===== src/afp_pkg.sv =====
// Package for the angle frame parser: configuration indexes, reset values,
// frame constants, the parse phase type and the structs passed between modules.
// No dependencies.
`default_nettype none

package afp_pkg;

    localparam int unsigned CfgIndexWidth = 2;

    localparam logic [CfgIndexWidth-1:0] CFG_SYNC_FIRST  = 2'd0;
    localparam logic [CfgIndexWidth-1:0] CFG_SYNC_SECOND = 2'd1;
    localparam logic [CfgIndexWidth-1:0] CFG_FRAME_TYPE  = 2'd2;

    localparam logic [7:0] SYNC_FIRST_RESET  = 8'hEB;
    localparam logic [7:0] SYNC_SECOND_RESET = 8'h90;
    localparam logic [7:0] FRAME_TYPE_RESET  = 8'h25;

    localparam logic [4:0] WORD_BYTES   = 5'd4;
    localparam logic [4:0] PAYLOAD_SKIP = 5'd24;

    typedef enum logic [7:0] {
        PH_SYNC1    = 8'b0000_0001,
        PH_SYNC2    = 8'b0000_0010,
        PH_TYPE     = 8'b0000_0100,
        PH_FREE     = 8'b0000_1000,
        PH_ATTACK   = 8'b0001_0000,
        PH_SIDESLIP = 8'b0010_0000,
        PH_PAYLOAD  = 8'b0100_0000,
        PH_CHECK    = 8'b1000_0000
    } phase_t;

    typedef struct packed {
        logic [7:0] sync_first;
        logic [7:0] sync_second;
        logic [7:0] frame_type;
    } cfg_t;

    typedef struct packed {
        logic        hit;
        logic        at_check;
        logic [4:0]  byte_count;
        logic [31:0] attack;
        logic [31:0] sideslip;
    } parse_res_t;

endpackage

`default_nettype wire


===== src/afp_cfg_regs.sv =====
// Configuration registers of the angle frame parser: sync bytes and frame type.
// Depends on afp_pkg.
`default_nettype none

module afp_cfg_regs
    import afp_pkg::*;
(
    input  wire logic                     clk,
    input  wire logic                     rst_n,
    input  wire logic                     cfg_wr_en,
    input  wire logic [CfgIndexWidth-1:0] cfg_index,
    input  wire logic [7:0]               cfg_wr_data,
    output cfg_t                          cfg
);

    cfg_t cfg_reg;
    cfg_t cfg_next;

    always_comb
    begin
        cfg_next = cfg_reg;
        if (cfg_wr_en)
        begin
            case (cfg_index)
                CFG_SYNC_FIRST:  cfg_next.sync_first  = cfg_wr_data;
                CFG_SYNC_SECOND: cfg_next.sync_second = cfg_wr_data;
                CFG_FRAME_TYPE:  cfg_next.frame_type  = cfg_wr_data;
                default:         cfg_next = cfg_reg;  // drop writes past the list
            endcase
        end
    end

    always_ff @(posedge clk or negedge rst_n)
    begin
        if (!rst_n)
        begin
            cfg_reg.sync_first  <= SYNC_FIRST_RESET;
            cfg_reg.sync_second <= SYNC_SECOND_RESET;
            cfg_reg.frame_type  <= FRAME_TYPE_RESET;
        end
        else
        begin
            cfg_reg <= cfg_next;
        end
    end

    assign cfg = cfg_reg;

endmodule

`default_nettype wire


===== src/afp_parser.sv =====
// Frame hunting state machine: phase, running sum, byte count, word shifters.
// Flags a good checksum on the accepted beat. Depends on afp_pkg.
`default_nettype none

module afp_parser
    import afp_pkg::*;
(
    input  wire logic       clk,
    input  wire logic       rst_n,
    input  wire logic       accept,
    input  wire logic [7:0] rx_byte,
    input  wire cfg_t       cfg,
    output parse_res_t      res
);

    phase_t      phase_reg, phase_next;
    logic [7:0]  sum_reg, sum_next;
    logic [4:0]  count_reg, count_next;
    logic [31:0] attack_reg, attack_next;
    logic [31:0] sideslip_reg, sideslip_next;
    logic [4:0]  count_inc;
    logic [7:0]  sum_add;
    logic        hit;

    assign count_inc = count_reg + 5'd1;
    assign sum_add   = sum_reg + rx_byte;

    always_comb
    begin
        phase_next    = phase_reg;
        sum_next      = sum_reg;
        count_next    = count_reg;
        attack_next   = attack_reg;
        sideslip_next = sideslip_reg;
        hit           = 1'b0;
        if (accept)
        begin
            case (phase_reg)
                PH_SYNC1, PH_SYNC2, PH_TYPE:
                begin
                    // mismatch drops the hunt; this beat is not retried as first sync
                    if ((phase_reg == PH_SYNC1 && rx_byte == cfg.sync_first)
                        || (phase_reg == PH_SYNC2 && rx_byte == cfg.sync_second)
                        || (phase_reg == PH_TYPE && rx_byte == cfg.frame_type))
                    begin
                        sum_next   = sum_add;
                        phase_next = (phase_reg == PH_SYNC1) ? PH_SYNC2 :
                                     (phase_reg == PH_SYNC2) ? PH_TYPE : PH_FREE;
                    end
                    else
                    begin
                        sum_next   = 8'd0;
                        phase_next = PH_SYNC1;
                    end
                end
                PH_FREE:
                begin
                    sum_next   = sum_add;
                    count_next = 5'd0;
                    phase_next = PH_ATTACK;
                end
                PH_ATTACK:
                begin
                    sum_next    = sum_add;
                    attack_next = {attack_reg[23:0], rx_byte};
                    count_next  = count_inc;
                    if (count_inc >= WORD_BYTES)
                    begin
                        count_next = 5'd0;
                        phase_next = PH_SIDESLIP;
                    end
                end
                PH_SIDESLIP:
                begin
                    sum_next      = sum_add;
                    sideslip_next = {sideslip_reg[23:0], rx_byte};
                    count_next    = count_inc;
                    if (count_inc >= WORD_BYTES)
                    begin
                        count_next = 5'd0;
                        phase_next = PH_PAYLOAD;
                    end
                end
                PH_PAYLOAD:
                begin
                    sum_next   = sum_add;
                    count_next = count_inc;
                    if (count_inc >= PAYLOAD_SKIP)
                    begin
                        count_next = 5'd0;
                        phase_next = PH_CHECK;
                    end
                end
                PH_CHECK:
                begin
                    hit        = (sum_reg == rx_byte);
                    sum_next   = 8'd0;
                    phase_next = PH_SYNC1;
                end
                default:
                begin
                    sum_next   = 8'd0;
                    phase_next = PH_SYNC1;
                end
            endcase
        end
    end

    always_ff @(posedge clk or negedge rst_n)
    begin
        if (!rst_n)
        begin
            phase_reg    <= PH_SYNC1;
            sum_reg      <= 8'd0;
            count_reg    <= 5'd0;
            attack_reg   <= 32'd0;
            sideslip_reg <= 32'd0;
        end
        else
        begin
            phase_reg    <= phase_next;
            sum_reg      <= sum_next;
            count_reg    <= count_next;
            attack_reg   <= attack_next;
            sideslip_reg <= sideslip_next;
        end
    end

    assign res.hit        = hit;
    assign res.at_check   = (phase_reg == PH_CHECK);
    assign res.byte_count = count_reg;
    assign res.attack     = attack_reg;
    assign res.sideslip   = sideslip_reg;

endmodule

`default_nettype wire


===== src/afp_out_reg.sv =====
// Result register of the angle frame parser: holds one decoded frame until taken.
// Depends on afp_pkg.
`default_nettype none

module afp_out_reg
    import afp_pkg::*;
(
    input  wire logic        clk,
    input  wire logic        rst_n,
    input  wire parse_res_t  res,
    input  wire logic        out_stall,
    output logic             out_valid,
    output logic [31:0]      attack_bits,
    output logic [31:0]      sideslip_bits
);

    logic        valid_reg, valid_next;
    logic [31:0] attack_reg;
    logic [31:0] sideslip_reg;

    always_comb
    begin
        valid_next = valid_reg;
        if (res.hit)
            valid_next = 1'b1;
        else if (!out_stall)
            valid_next = 1'b0;
    end

    always_ff @(posedge clk or negedge rst_n)
    begin
        if (!rst_n)
            valid_reg <= 1'b0;
        else
            valid_reg <= valid_next;
    end

    // payload loads only on a good frame; upstream never hits while a beat is stuck
    always_ff @(posedge clk)
    begin
        if (res.hit)
        begin
            attack_reg   <= res.attack;
            sideslip_reg <= res.sideslip;
        end
    end

    assign out_valid     = valid_reg;
    assign attack_bits   = attack_reg;
    assign sideslip_bits = sideslip_reg;

endmodule

`default_nettype wire


===== src/angle_frame_parser.sv =====
// Channel   | handshake            | payload
// ----------+----------------------+------------------------------------------
// input     | in_valid / in_stall  | rx_byte[7:0]
// output    | out_valid / out_stall| attack_bits[31:0], sideslip_bits[31:0]
// config    | cfg_wr_en            | cfg_index[1:0], cfg_wr_data[7:0]
//
// One byte per cycle is taken while in_stall is low; the state update is a single registered step.
// A good checksum shows its result on the outputs in the cycle after the checksum byte.
// The result register is the only buffer: only the checksum byte waits on it,
// all other bytes flow while a result sits stalled.
// Reset (rst_n, async, active low) sets the hunt to the first sync byte, the
// sum and count to zero, and the sync/type registers to EB, 90, 25 hex.
// Depends on afp_pkg, afp_cfg_regs, afp_parser, afp_out_reg.
`default_nettype none

module angle_frame_parser
    import afp_pkg::*;
(
    input  wire logic                     clk,
    input  wire logic                     rst_n,
    input  wire logic                     in_valid,
    output logic                          in_stall,
    input  wire logic [7:0]               rx_byte,
    output logic                          out_valid,
    input  wire logic                     out_stall,
    output logic [31:0]                   attack_bits,
    output logic [31:0]                   sideslip_bits,
    input  wire logic                     cfg_wr_en,
    input  wire logic [CfgIndexWidth-1:0] cfg_index,
    input  wire logic [7:0]               cfg_wr_data
);

    cfg_t       cfg;
    parse_res_t res;
    logic       accept;

    // hold the checksum beat while the previous result is stuck
    assign in_stall = res.at_check && out_valid && out_stall;
    assign accept   = in_valid && !in_stall;

    afp_cfg_regs u_cfg
    (
        .clk         (clk),
        .rst_n       (rst_n),
        .cfg_wr_en   (cfg_wr_en),
        .cfg_index   (cfg_index),
        .cfg_wr_data (cfg_wr_data),
        .cfg         (cfg)
    );

    afp_parser u_parser
    (
        .clk     (clk),
        .rst_n   (rst_n),
        .accept  (accept),
        .rx_byte (rx_byte),
        .cfg     (cfg),
        .res     (res)
    );

    afp_out_reg u_out
    (
        .clk           (clk),
        .rst_n         (rst_n),
        .res           (res),
        .out_stall     (out_stall),
        .out_valid     (out_valid),
        .attack_bits   (attack_bits),
        .sideslip_bits (sideslip_bits)
    );

    a_no_overwrite: assert property (@(posedge clk) disable iff (!rst_n)
        res.hit |-> !(out_valid && out_stall))
        else $error("result produced while output register is stalled");

    a_result_from_beat: assert property (@(posedge clk) disable iff (!rst_n)
        $rose(out_valid) |-> $past(accept && res.at_check))
        else $error("result appeared without an accepted checksum beat");

    a_count_bound: assert property (@(posedge clk) disable iff (!rst_n)
        res.byte_count < PAYLOAD_SKIP)
        else $error("byte count ran past the payload length");

endmodule

`default_nettype wire


===== config.mk =====
export PLATFORM = sky130hd
export DESIGN_NAME = angle_frame_parser
export DESIGN_NICKNAME = d
export VERILOG_FILES = /design/src/afp_pkg.sv /design/src/afp_cfg_regs.sv /design/src/afp_parser.sv /design/src/afp_out_reg.sv /design/src/angle_frame_parser.sv
export SDC_FILE = /design/constraint.sdc
export NUM_CORES = 1
export LEC_CHECK = 0
export CAP_MARGIN = 30
export CORE_ASPECT_RATIO = 0.8
export CORE_MARGIN = 10
export CORE_UTILIZATION = 55
export DETAILED_ROUTE_END_ITERATION = 7
export DONT_BUFFER_PORTS = 1
export PLACE_DENSITY = 0.81
export SETUP_SLACK_MARGIN = 0.05
export SYNTH_ARGS = -nofsm -noshare
export SYNTH_HDL_FRONTEND = slang
export SYNTH_SLANG_ARGS = --single-unit

===== constraint.sdc =====
create_clock -name clk -period 6.6 [get_ports clk]
set_input_delay 0.33 -clock clk [delete_from_list [all_inputs] [get_ports clk]]
set_output_delay 0.33 -clock clk [all_outputs]
set_load 0.02 [all_outputs]

# --- Word-level counts from Yosys, hierarchy flattened ---
# Index checks and enable logic that the tools add are counted.
classes:
  muxes: 16
  magnitude_cmp: 2
  n_addsub: 2
  reduce_logical: 21
  n_eq_ne: 18
op_table:
  columns: ["operator", "n"]
  rows:
  - ["8-bit 2-to-1 mux", 6]
  - ["8-bit case mux with 5 select lines", 1]
  - ["8-bit == test", 4]
  - ["8-bit case mux with 2 select lines", 1]
  - ["5-bit case mux with 3 select lines", 1]
  - ["2-bit AND reduction", 6]
  - ["5-bit 2-to-1 mux", 2]
  - ["8-bit adder", 1]
  - ["8-bit by 1-bit == test with 1-bit output, second input constant", 1]
  - ["8-bit by 2-bit == test with 1-bit output, second input constant", 1]
  - ["8-bit by 3-bit == test with 1-bit output, second input constant", 1]
  - ["8-bit by 4-bit == test with 1-bit output, second input constant", 1]
  - ["8-bit by 5-bit == test with 1-bit output, second input constant", 1]
  - ["8-bit by 6-bit == test with 1-bit output, second input constant", 1]
  - ["8-bit by 7-bit == test with 1-bit output, second input constant", 1]
  - ["8-bit == test, second input constant", 1]
  - ["2-bit by 1-bit inequality test with 1-bit output, second input constant", 4]
  - ["1-bit logical AND", 6]
  - ["5-bit by 1-bit adder with 5-bit output, second input constant", 1]
  - ["5-bit by 3-bit greater-or-equal comparator with 1-bit output, second input constant", 1]
  - ["5-bit greater-or-equal comparator, second input constant", 1]
  - ["1-bit 2-to-1 mux", 4]
  - ["4-bit 2-to-1 mux", 1]
  - ["4-bit AND reduction", 1]
  - ["other kinds (9)", 10]
word_totals:
  inputBits: 23
  out_inout_bits: 66
  ff_bits: 174
  wordCells: 70

# --- Logic depth before layout (Yosys ltp) ---
# Gate-level depths: netlist (run 1).
logic_depth:
  depth_word: 7
  ltp_mapped: 9

# --- By module ---
# From an unflattened synthesis (run 1), not the netlist that was laid out.
hier_totals:
  cells_unflattened: 439
  hier_area_um2: 7066.8
modules_own_cells:
  columns: ["mod", "seq_area_each_um2", "cells_each", "n_inst", "area_per_inst_um2"]
  rows:
  - ["afp_parser", 2128.3, 320, 1, 4166.5]
  - ["afp_out_reg", 1946.9, 66, 1, 1954.4]
  - ["afp_cfg_regs", 614.3, 51, 1, 925.9]
  - ["angle_frame_parser", 0.0, 2, 1, 20.0]

# --- Least setup slack after synthesis (run 1) ---
# OpenSTA, ideal clock, no wires.
synth_path:
  path_type: "register -> register"
  start: "register u_parser.phase_reg[0]"
  end: "register u_out.attack_reg[0] (netlist: u_out.attack_bits[0]), enable pin"
  path_stages_with_launch: 7
  synth_period_minus_slack_ns: 6.254
  setup_ns: 0.565
  arrival_ns: 5.689
  setup_slack_ns: 0.346
  required_time_ns: 6.035
  n_path_buf: 2
  path_cell_list: "dfstp_2 nor4_1 nand4b_1 o21ai_1 buf_2 buf_1 nor3_1"
synth_lines:
  columns: ["element", "line_no", "rtl"]
  rows:
  - ["start: declaration", "afp_parser.sv:16", "phase_t phase_reg, phase_next;"]
  - ["start signal: assignment", "afp_parser.sv:121", "phase_reg <= phase_next;"]
  - ["end signal: assignment", "afp_out_reg.sv:43", "attack_reg <= res.attack;"]
  - ["end: declaration", "afp_out_reg.sv:18", "logic [31:0] attack_reg;"]

# --- Worst setup path in the final report (run 1) ---
layout_path:
  start: "register u_parser.phase_reg[2]"
  end: "register u_parser.attack_reg[21]"
layout_via:
  elab_chain_len: 6
  word_cells_on_any_way: 7
layout_rtl:
  columns: ["element", "line_no", "rtl"]
  rows:
  - ["8-bit == test", "afp_parser.sv:130", "assign res.at_check = (phase_reg == PH_CHECK);"]
  - ["1-bit logical AND (2 in a row)", "angle_frame_parser.sv:38", "assign in_stall = res.at_check && out_valid && out_stall;"]
  - ["1-bit zero test", "angle_frame_parser.sv:39", "assign accept = in_valid && !in_stall;"]
  - ["1-bit logical AND", "angle_frame_parser.sv:39", null]
  - ["2-bit AND reduction (no source line) (*)", null, null]
  - ["end signal: assignment", "afp_parser.sv:124", "attack_reg <= attack_next;"]
  - ["end: declaration", "afp_parser.sv:19", "logic [31:0] attack_reg, attack_next;"]
# Mark *: on every way between the ends. The rest lies on a longest branch, timed or not.
# A chain may end at the register's enable or synchronous reset.

==> results of run 1 <==
[worst max-delay path by stage]
| stage | cells past startpoint | end | startpoint |
|---|---|---|---|
| final | 6 | u_parser.attack_reg[21]$_DFFE_PN0P_ | u_parser.phase_reg[2]$_DFFE_PN0P_ |
| after floorplan | 6 | u_out.attack_bits[0]$_DFFE_PP_ | u_parser.phase_reg[0]$_DFFE_PN1P_ |
| after detailed placement | 6 | u_parser.attack_reg[27]$_DFFE_PN0P_ | u_parser.phase_reg[2]$_DFFE_PN0P_ |
| after CTS | 6 | u_parser.attack_reg[21]$_DFFE_PN0P_ | u_parser.phase_reg[2]$_DFFE_PN0P_ |
| after global placement | 6 | u_parser.attack_reg[14]$_DFFE_PN0P_ | u_parser.phase_reg[4]$_DFFE_PN0P_ |
| after global routing | 6 | u_parser.attack_reg[21]$_DFFE_PN0P_ | u_parser.phase_reg[2]$_DFFE_PN0P_ |
[report_power, final]
group          switching [mW]  internal, mW
combinational          0.0469        0.0577
clock                   0.416         0.539
sequential             0.0226          1.16
total                   0.485          1.75
[cell type report]
cell class                 count  area, um2  area share
clock buffer                  19        443      0.0572
multi-input combinational    253       2160       0.280
inverter                       5       18.8     0.00243
tap                          171        214      0.0277
timing repair buffer           7       78.8      0.0102
sequential                   174       4690       0.606
clock inverter                13        130      0.0168
[layout by cell type, fill, tap and decap left out, types with 6 or more instances in the layout]
cell type / n
sky130_fd_sc_hd__clkbuf_16: 17
sky130_fd_sc_hd__dfrtp_1: 98
sky130_fd_sc_hd__dfstp_2: 12
sky130_fd_sc_hd__edfxtp_1: 64
sky130_fd_sc_hd__ha_1: 8
sky130_fd_sc_hd__mux2_1: 50
sky130_fd_sc_hd__mux2_2: 41
sky130_fd_sc_hd__nand2_1: 20
sky130_fd_sc_hd__nand3_1: 8
sky130_fd_sc_hd__nand3b_1: 6
sky130_fd_sc_hd__nor2_1: 11
sky130_fd_sc_hd__nor2b_1: 6
sky130_fd_sc_hd__nor3_1: 7
sky130_fd_sc_hd__o21ai_1: 6
sky130_fd_sc_hd__o31ai_1: 6
sky130_fd_sc_hd__xnor2_1: 29
[metal layers]
| layer | global-route usage | share of wire | routed length [um] | up-vias |
|---|---|---|---|---|
| met5 | 0 | 0 | 0 | - |
| met4 | 0.0536 | 0.010 | 127 | 0 |
| met3 | 0.0723 | 0.069 | 868 | 9 |
| met2 | 0.241 | 0.50 | 6250 | 105 |
| met1 | 0.175 | 0.43 | 5370 | 1845 |
| li1 | - | - | - | 1666 |
[cell families (layout without fill, tap and decap cells)]
| family | Yosys count | count (layout) | synth area share |
|---|---|---|---|
| fa+ha+maj | 9 | 9 | 0.0173 |
| mux | 91 | 91 | 0.148 |
| flops | 174 | 174 | 0.676 |
| buf+inv | 18 | 44 | 0.0128 |
| simple gates | 82 | 82 | 0.0653 |
| compound gates | 38 | 38 | 0.0391 |
| xor+xnor | 33 | 33 | 0.0417 |
[through the flow]
step	cells	util	setup slack [ps]	hold WS, ps	cell area [um2]
global placement	607	0.581	3490	39.2	7120
global route	642	0.632	3660	18.3	7740
floorplan	445	-	346	34.4	6940
detailed placement	608	0.582	3890	38.4	7130
finish	642	0.632	3890	39.2	7740
CTS	642	0.632	3880	22.3	7740
[repair_timing]
| item | 4_1_cts | 5_1_grt |
|---|---|---|
| hold endpoints to repair | 110 | 0 |
| hold buffers | 2 | 0 |
| endpoints found under the setup margin | 0 | 0 |
[critical path: cells and delay by family, from the launching register on]
| kind | cells | cell delay (ps) |
|---|---|---|
| buffers and inverters | 1 | 370 |
| flip-flops | 1 | 460 |
| AO/OA/AOI/OAI | 1 | 470 |
| AND/OR/NAND/NOR | 3 | 890 |
| multiplexers | 1 | 390 |
==> summary.md, run 1 <==
| Metric | Value |
|---|---|
| Unrepaired setup endpoints after global routing | false |
| CTS H-tree depth | 4 |
| Effective utilization at floorplan | 0.566 |
| EDFF count, synth | 64 |
| Worst ir drop on vdd | 0.236 mV |
| Max-Slew Margin vs Limit | 0.323 |
| Clock tree root buffer cell | sky130_fd_sc_hd__clkbuf_16 |
| Vias in the first global route | 3,833 |
| Global-route total usage across every layer | 0.151 |
| Reg-to-reg critical path endpoint | u_parser.attack_reg[21]$_DFFE_PN0P_ |
| Critical path's slowest cell | sky130_fd_sc_hd__o21ai_1 |
| Diode count | 0 |
| Most used flip-flop cell after synthesis | sky130_fd_sc_hd__dfrtp_1 |
| Power density over the cells | 289 nW/um2 |
| Pins over their slew limit | 0 |
| Worst hold path cell count | 1 |
| Die Y-Extent | 120 um |
| Number of buffers added by the clock tree synthesis step | 17 |
| Number of sinks handled by clock tree synthesis | 174 |
| Sequential fraction of the synthesis area | 0.676 |
| Critical path data arrival time | 3010 ps |
| Total length of routed wires | 12.6 mm |
| Crit Reg-Reg Startpoint | u_parser.phase_reg[2]$_DFFE_PN0P_ |
| Critical path fanouts, max | 33 |
| Most used standard cells in the synthesized netlist | sky130_fd_sc_hd__dfrtp_1, sky130_fd_sc_hd__edfxtp_1, sky130_fd_sc_hd__mux2_1 |
| Slack of the worst reg-to-reg path | 3890 ps |
| Outcome | finished, final reports clean |
| Total power draw | 2.24 mW |
| Number of warnings issued by yosys | 0 |
| DRC viols | 0 |
| Die Footprint | 17,500 um2 |
| Clock Latency Late Sink | 420 ps |
| Period Utilization, post-route | 0.411 |
| Net count after synthesis | 477 |
| Total half-perimeter wirelength after legalization and detailed placement | 8.49 mm |
| Transition time of the tightest slew-check pin | 1010 ps |
| Buffer depth of the longest clock path | 2 |
| Total of buffers placed on input and output ports | 0 |
| Sink of the worst hold path | u_parser.attack_reg[4]$_DFFE_PN0P_ |
| Overflow left after global routing | 0 |
| Final Net Count | 490 |
| Total Neg Setup Slack | 0 ps |
| Length of the first detailed-routing pass in iterations | 4 |
| Largest net degree at the start of global routing | 111 |
| Critical path required time | 6890 ps |
| Number of storage elements in the synthesis netlist | 174 |
| Average cell area after synthesis | 15.6 um2 |
| Number of rows in the core area | 36 |
| Reg clk slew, reported paths | 70 ps |
| Initial antenna violation count | 0 |
| Crit end category | flip-flop |
| Final hold violation count | 0 |
| Fraction of post-synthesis cell area in the top cell type by area | 0.354 |
| Critical path cell sequence | nor4_1, nand4b_1, o21ai_1, or3_1, buf_4, mux2_1 |
| Core area | 12,300 um2 |
| Synth area leaders | sky130_fd_sc_hd__dfrtp_1, sky130_fd_sc_hd__edfxtp_1, sky130_fd_sc_hd__mux2_1 |
| Post-CTS Resized | 0 |
| Max-cap violations | 0 |
| Horizontal die dimension | 146 um |
| Layout Skew | 9.44 ps |
| Number of post-CTS setup repair buffers | 0 |
| Most frequently used cell type in the post-synthesis netlist | sky130_fd_sc_hd__dfrtp_1 |
| Average wire per standard cell | 19.7 um |
| Hold path start | rx_byte[4] |
| Startpoint-to-endpoint class of the critical path | reg2reg |
| Io pins | 89 |
| # setup viols final | 0 |
| Unique cell type count in the Yosys netlist | 44 |
| CTS tree | yes |
| Post-route minimum period | 2710 ps |
| Remaining antenna violation count | 0 |
| First-pass GRT wire length | 20.7 mm |
| Fraction of layout cells with a size suffix above 1 | 0.202 |
| Async S/R FF share, synth | 0.632 |
| Total via count after detailed routing | 3,625 |
| Leakage power of the design | 3.18 nW |
| Global placer's final weighted congestion | 0.862 |
| Logic depth of the worst register-to-register path | 6 |
| Highest clock frequency the design can meet | 0.368 GHz |
| Number of fill cells in the layout | 898 |
| Dominant cell type by area after synthesis | sky130_fd_sc_hd__dfrtp_1 |
| Largest stage delay on the critical path | 470 ps |
| Synthesized instance count | 445 |
| DRC marker count from the first detailed-route iteration | 307 |
| Vias per cell | 5.65 |
| Area added between synthesis and finish | 11.5% |
| Cell Area, Synth | 6940 um2 |
| Launching element type of the critical path | flip-flop |
| Hold Crit Class | in2reg |
(Power assumes the default switching activity.)
==> run 2: changes to the inputs <==
==> constraint.sdc (replaced) <==
create_clock -name clk -period 2.3 [get_ports clk]
set_input_delay 0.115 -clock clk [delete_from_list [all_inputs] [get_ports clk]]
set_output_delay 0.115 -clock clk [all_outputs]
set_load 0.02 [all_outputs]
==> summary.md, run 2 (synthesis gave the netlist of run 1 again) <==
| Metric | Value |
|---|---|
| Outcome | finished with violations |
| Failing checks | negative hold slack |
| Vias in the first global route | 4,070 (+6.2%) |
| Total via count after detailed routing | 3,842 (+6.0%) |
| Reg clk slew, reported paths | 70 ps (about the same) |
| Leakage power of the design | 3.45 nW (+8.6%) |
| Critical path data arrival time | 2510 ps (-500 ps) |
| Worst ir drop on vdd | 0.500 mV (+110%) |
| Vias per cell | 5.57 (-1.4%) |
| Total power draw | 6.45 mW (+190%) |
| Critical path's slowest cell | sky130_fd_sc_hd__dfrtp_1 |
| Final hold violation count | 110 (+110) |
| Post-route minimum period | 2200 ps (-511 ps) |
| Number of buffers added to fix hold violations after cts | 17 (+15) |
| DRC viols | 0 (unchanged) |
| Most common cell after layout, fill and taps aside | sky130_fd_sc_hd__dfrtp_1 |
| Layout Skew | 10.7 ps (+1.30 ps) |
| Final worst slack | 97.3 ps (-3790 ps) |
| Part of the power in combinational logic | 0.049 (+0.002) |
| Internal | 5.06 mW (+190%) |
| CTS tree | yes |
| Number of sinks handled by clock tree synthesis | 174 (unchanged) |
| Post-Layout Inst Area | 8290 um2 (+7.1%) |
| First-pass GRT wire length | 21.9 mm (+5.8%) |
| Number of non-filler instances in the completed layout | 690 (+7.5%) |
| Commonest non-fill, non-tap cells in the layout | sky130_fd_sc_hd__dfrtp_1, sky130_fd_sc_hd__edfxtp_1, sky130_fd_sc_hd__mux2_1 |
| Average wire per standard cell | 19.8 um (+0.57%) |
| Max-cap violations | 0 (unchanged) |
| Transition time of the tightest slew-check pin | 466 ps (-540 ps) |
| Launching element type of the critical path | flip-flop |
| Final Net Count | 538 (+9.8%) |
| Horizontal die dimension | 146 um (unchanged) |
| Max-Slew Margin vs Limit | 0.688 (+0.365) |
| Hold slack final | -615 ps (-654 ps) |
| Largest stage delay on the critical path | 420 ps (-50 ps) |
| Worst setup slack before clock tree synthesis | -142 ps (-4040 ps) |
| Clock power share | 0.427 (about the same) |
| Global placer's final weighted congestion | 0.852 (-1.2%) |
| Length of the first detailed-routing pass in iterations | 5 (+1) |
| Number of fill cells in the layout | 851 (-5.2%) |
| Total length of routed wires | 13.6 mm (+8.1%) |
| Critical path required time | 2600 ps (-4290 ps) |
| Switching share of power | 0.215 (-0.00171) |
| Largest net degree at the start of global routing | 111 (unchanged) |
| Fraction of layout cells with a size suffix above 1 | 0.268 (+0.0661) |
| Cells after DPL | 628 (+3.3%) |
| Initial antenna violation count | 0 (unchanged) |
| Total half-perimeter wirelength after legalization and detailed placement | 8.79 mm (+3.5%) |
| Area added between synthesis and finish | 19.5% |
| Core area | 12,300 um2 (unchanged) |
| Total of buffers placed on input and output ports | 0 (unchanged) |
| Crit end category | flip-flop |
| Hold Crit Class | in2async |
| Critical path cell sequence | nor4_4, nand4b_1, buf_4, o21a_1, nand4_1, buf_6, clkbuf_16, mux2_2 |
| Effective utilization at floorplan | 0.566 (unchanged) |
| Period Utilization, post-route | 0.958 (+0.547) |
| Clock Latency Late Sink | 420 ps (about the same) |
| Logic depth of the worst register-to-register path | 8 (+2) |
| Pins over their slew limit | 0 (unchanged) |
| Unrepaired setup endpoints after global routing | true |
| Number of buffers added by the clock tree synthesis step | 17 (unchanged) |
| Remaining antenna violation count | 0 (unchanged) |
| CTS H-tree depth | 4 (unchanged) |
| Critical path fanouts, max | 8 (-76%) |
| Share of total power in sequential cells | 0.524 (-0.003) |
| Buffer depth of the longest clock path | 2 (unchanged) |
| Net switching power | 1.39 mW (+190%) |
| Diode count | 0 (unchanged) |
| Io pins | 89 (unchanged) |
| Power density over the cells | 778 nW/um2 (+170%) |
| Number of rows in the core area | 36 (unchanged) |
| Global-route total usage across every layer | 0.158 (+0.00693) |
| DRC marker count from the first detailed-route iteration | 283 (-7.8%) |
| Clock tree root buffer cell | sky130_fd_sc_hd__clkbuf_16 |
| Post-place instance area | 7340 um2 (+2.9%) |
| Die Footprint | 17,500 um2 (unchanged) |
| Die Y-Extent | 120 um (unchanged) |
| Highest clock frequency the design can meet | 0.454 GHz (+23%) |
| Startpoint-to-endpoint class of the critical path | reg2reg |
| Overflow left after global routing | 0 (unchanged) |
| # setup viols final | 0 (unchanged) |
## run 2: cell types whose count changed in the layout (fill, tap and decap cells not counted), moves of 2 or more
cell and delta:
sky130_fd_sc_hd__dfrtp_2 +2, sky130_fd_sc_hd__dlygate4sd3_1 +16, sky130_fd_sc_hd__buf_4 +25, sky130_fd_sc_hd__nor4_1 -3, sky130_fd_sc_hd__nor4_2 +2, sky130_fd_sc_hd__o21ai_2 +2
sky130_fd_sc_hd__dfrtp_1 -2, sky130_fd_sc_hd__buf_12 +5, sky130_fd_sc_hd__o21ai_1 -2, sky130_fd_sc_hd__clkbuf_16 +2
## run 2: power groups by stage
stage               Combinational (mW)  Clock [mW]  Sequential, mW
floorplan                        0.226           0            3.43
global placement                 0.261           0            3.44
detailed placement               0.270           0            3.44
CTS                              0.308        2.80            3.38
global route                     0.348        2.96            3.39
finish                           0.315        2.75            3.38
## run 2: worst paths after layout
| check | from | to | slack [ps] |
|---|---|---|---|
| worst max-delay path | u_parser.phase_reg[6]$_DFFE_PN0P_ | u_parser.sideslip_reg[31]$_DFFE_PN0P_ | 100 |
| worst min-delay path | rst_n | u_parser.sideslip_reg[27]$_DFFE_PN0P_ | -620 |
| worst max register to register | u_parser.phase_reg[6]$_DFFE_PN0P_ | u_parser.sideslip_reg[31]$_DFFE_PN0P_ | 100 |
| worst min register to register | u_parser.sideslip_reg[29]$_DFFE_PN0P_ | u_out.sideslip_bits[29]$_DFFE_PP_ | 450 |
| max in group asynchronous | rst_n | u_cfg.cfg[22]$_DFFE_PN1P_ | 2670 |
| min in group clk | rx_byte[0] | u_parser.sum_reg[0]$_DFFE_PN0P_ | 20 |
## run 2: per-layer routing
| metal | GRT usage | wire length [um] | vias up | share of wire |
|---|---|---|---|---|
| li1 | - | - | 1769 | - |
| met1 | 0.190 | 5890 | 1952 | 0.43 |
| met2 | 0.261 | 6780 | 112 | 0.50 |
| met3 | 0.0596 | 887 | 9 | 0.065 |
| met4 | 0.0435 | 77 | 0 | 0.0056 |
| met5 | 0 | 0 | - | 0 |
## run 2: cell type report
type                    count  area (um2)  share of cell area
inverters                   5        18.8             0.00226
repair buffers             55         561              0.0676
well taps                 171         214              0.0258
multi-input cells         253        2230               0.269
clock inverters            12         124              0.0149
clock buffers              20         447              0.0539
flip-flops and latches    174        4690               0.566
## run 2: per-stage QoR
step,setup TNS [ps],utilization
2_1_floorplan,-57110,-
3_3_place_gp,-2360,0.599
3_5_place_dp,-7000,0.599
4_1_cts,0,0.663
5_1_grt,0,0.677
6_report,0,0.677
## run 2: repair_timing
action,in CTS,in global routing
endpoints found under the hold margin,152,110
setup endpoints to repair,64,75
gates cloned,0,3
buffers inserted,4,6
pin swaps,2,6
resized for setup,2,13
## run 2: worst max-delay path: cells and delay by family, from the launching register on
family	cells	cell delay [ps]
and+or+nand+nor	3	620
buffers and inverters	3	520
AOI/OAI and AO/OA	1	180
DFF	1	420
muxes	1	330
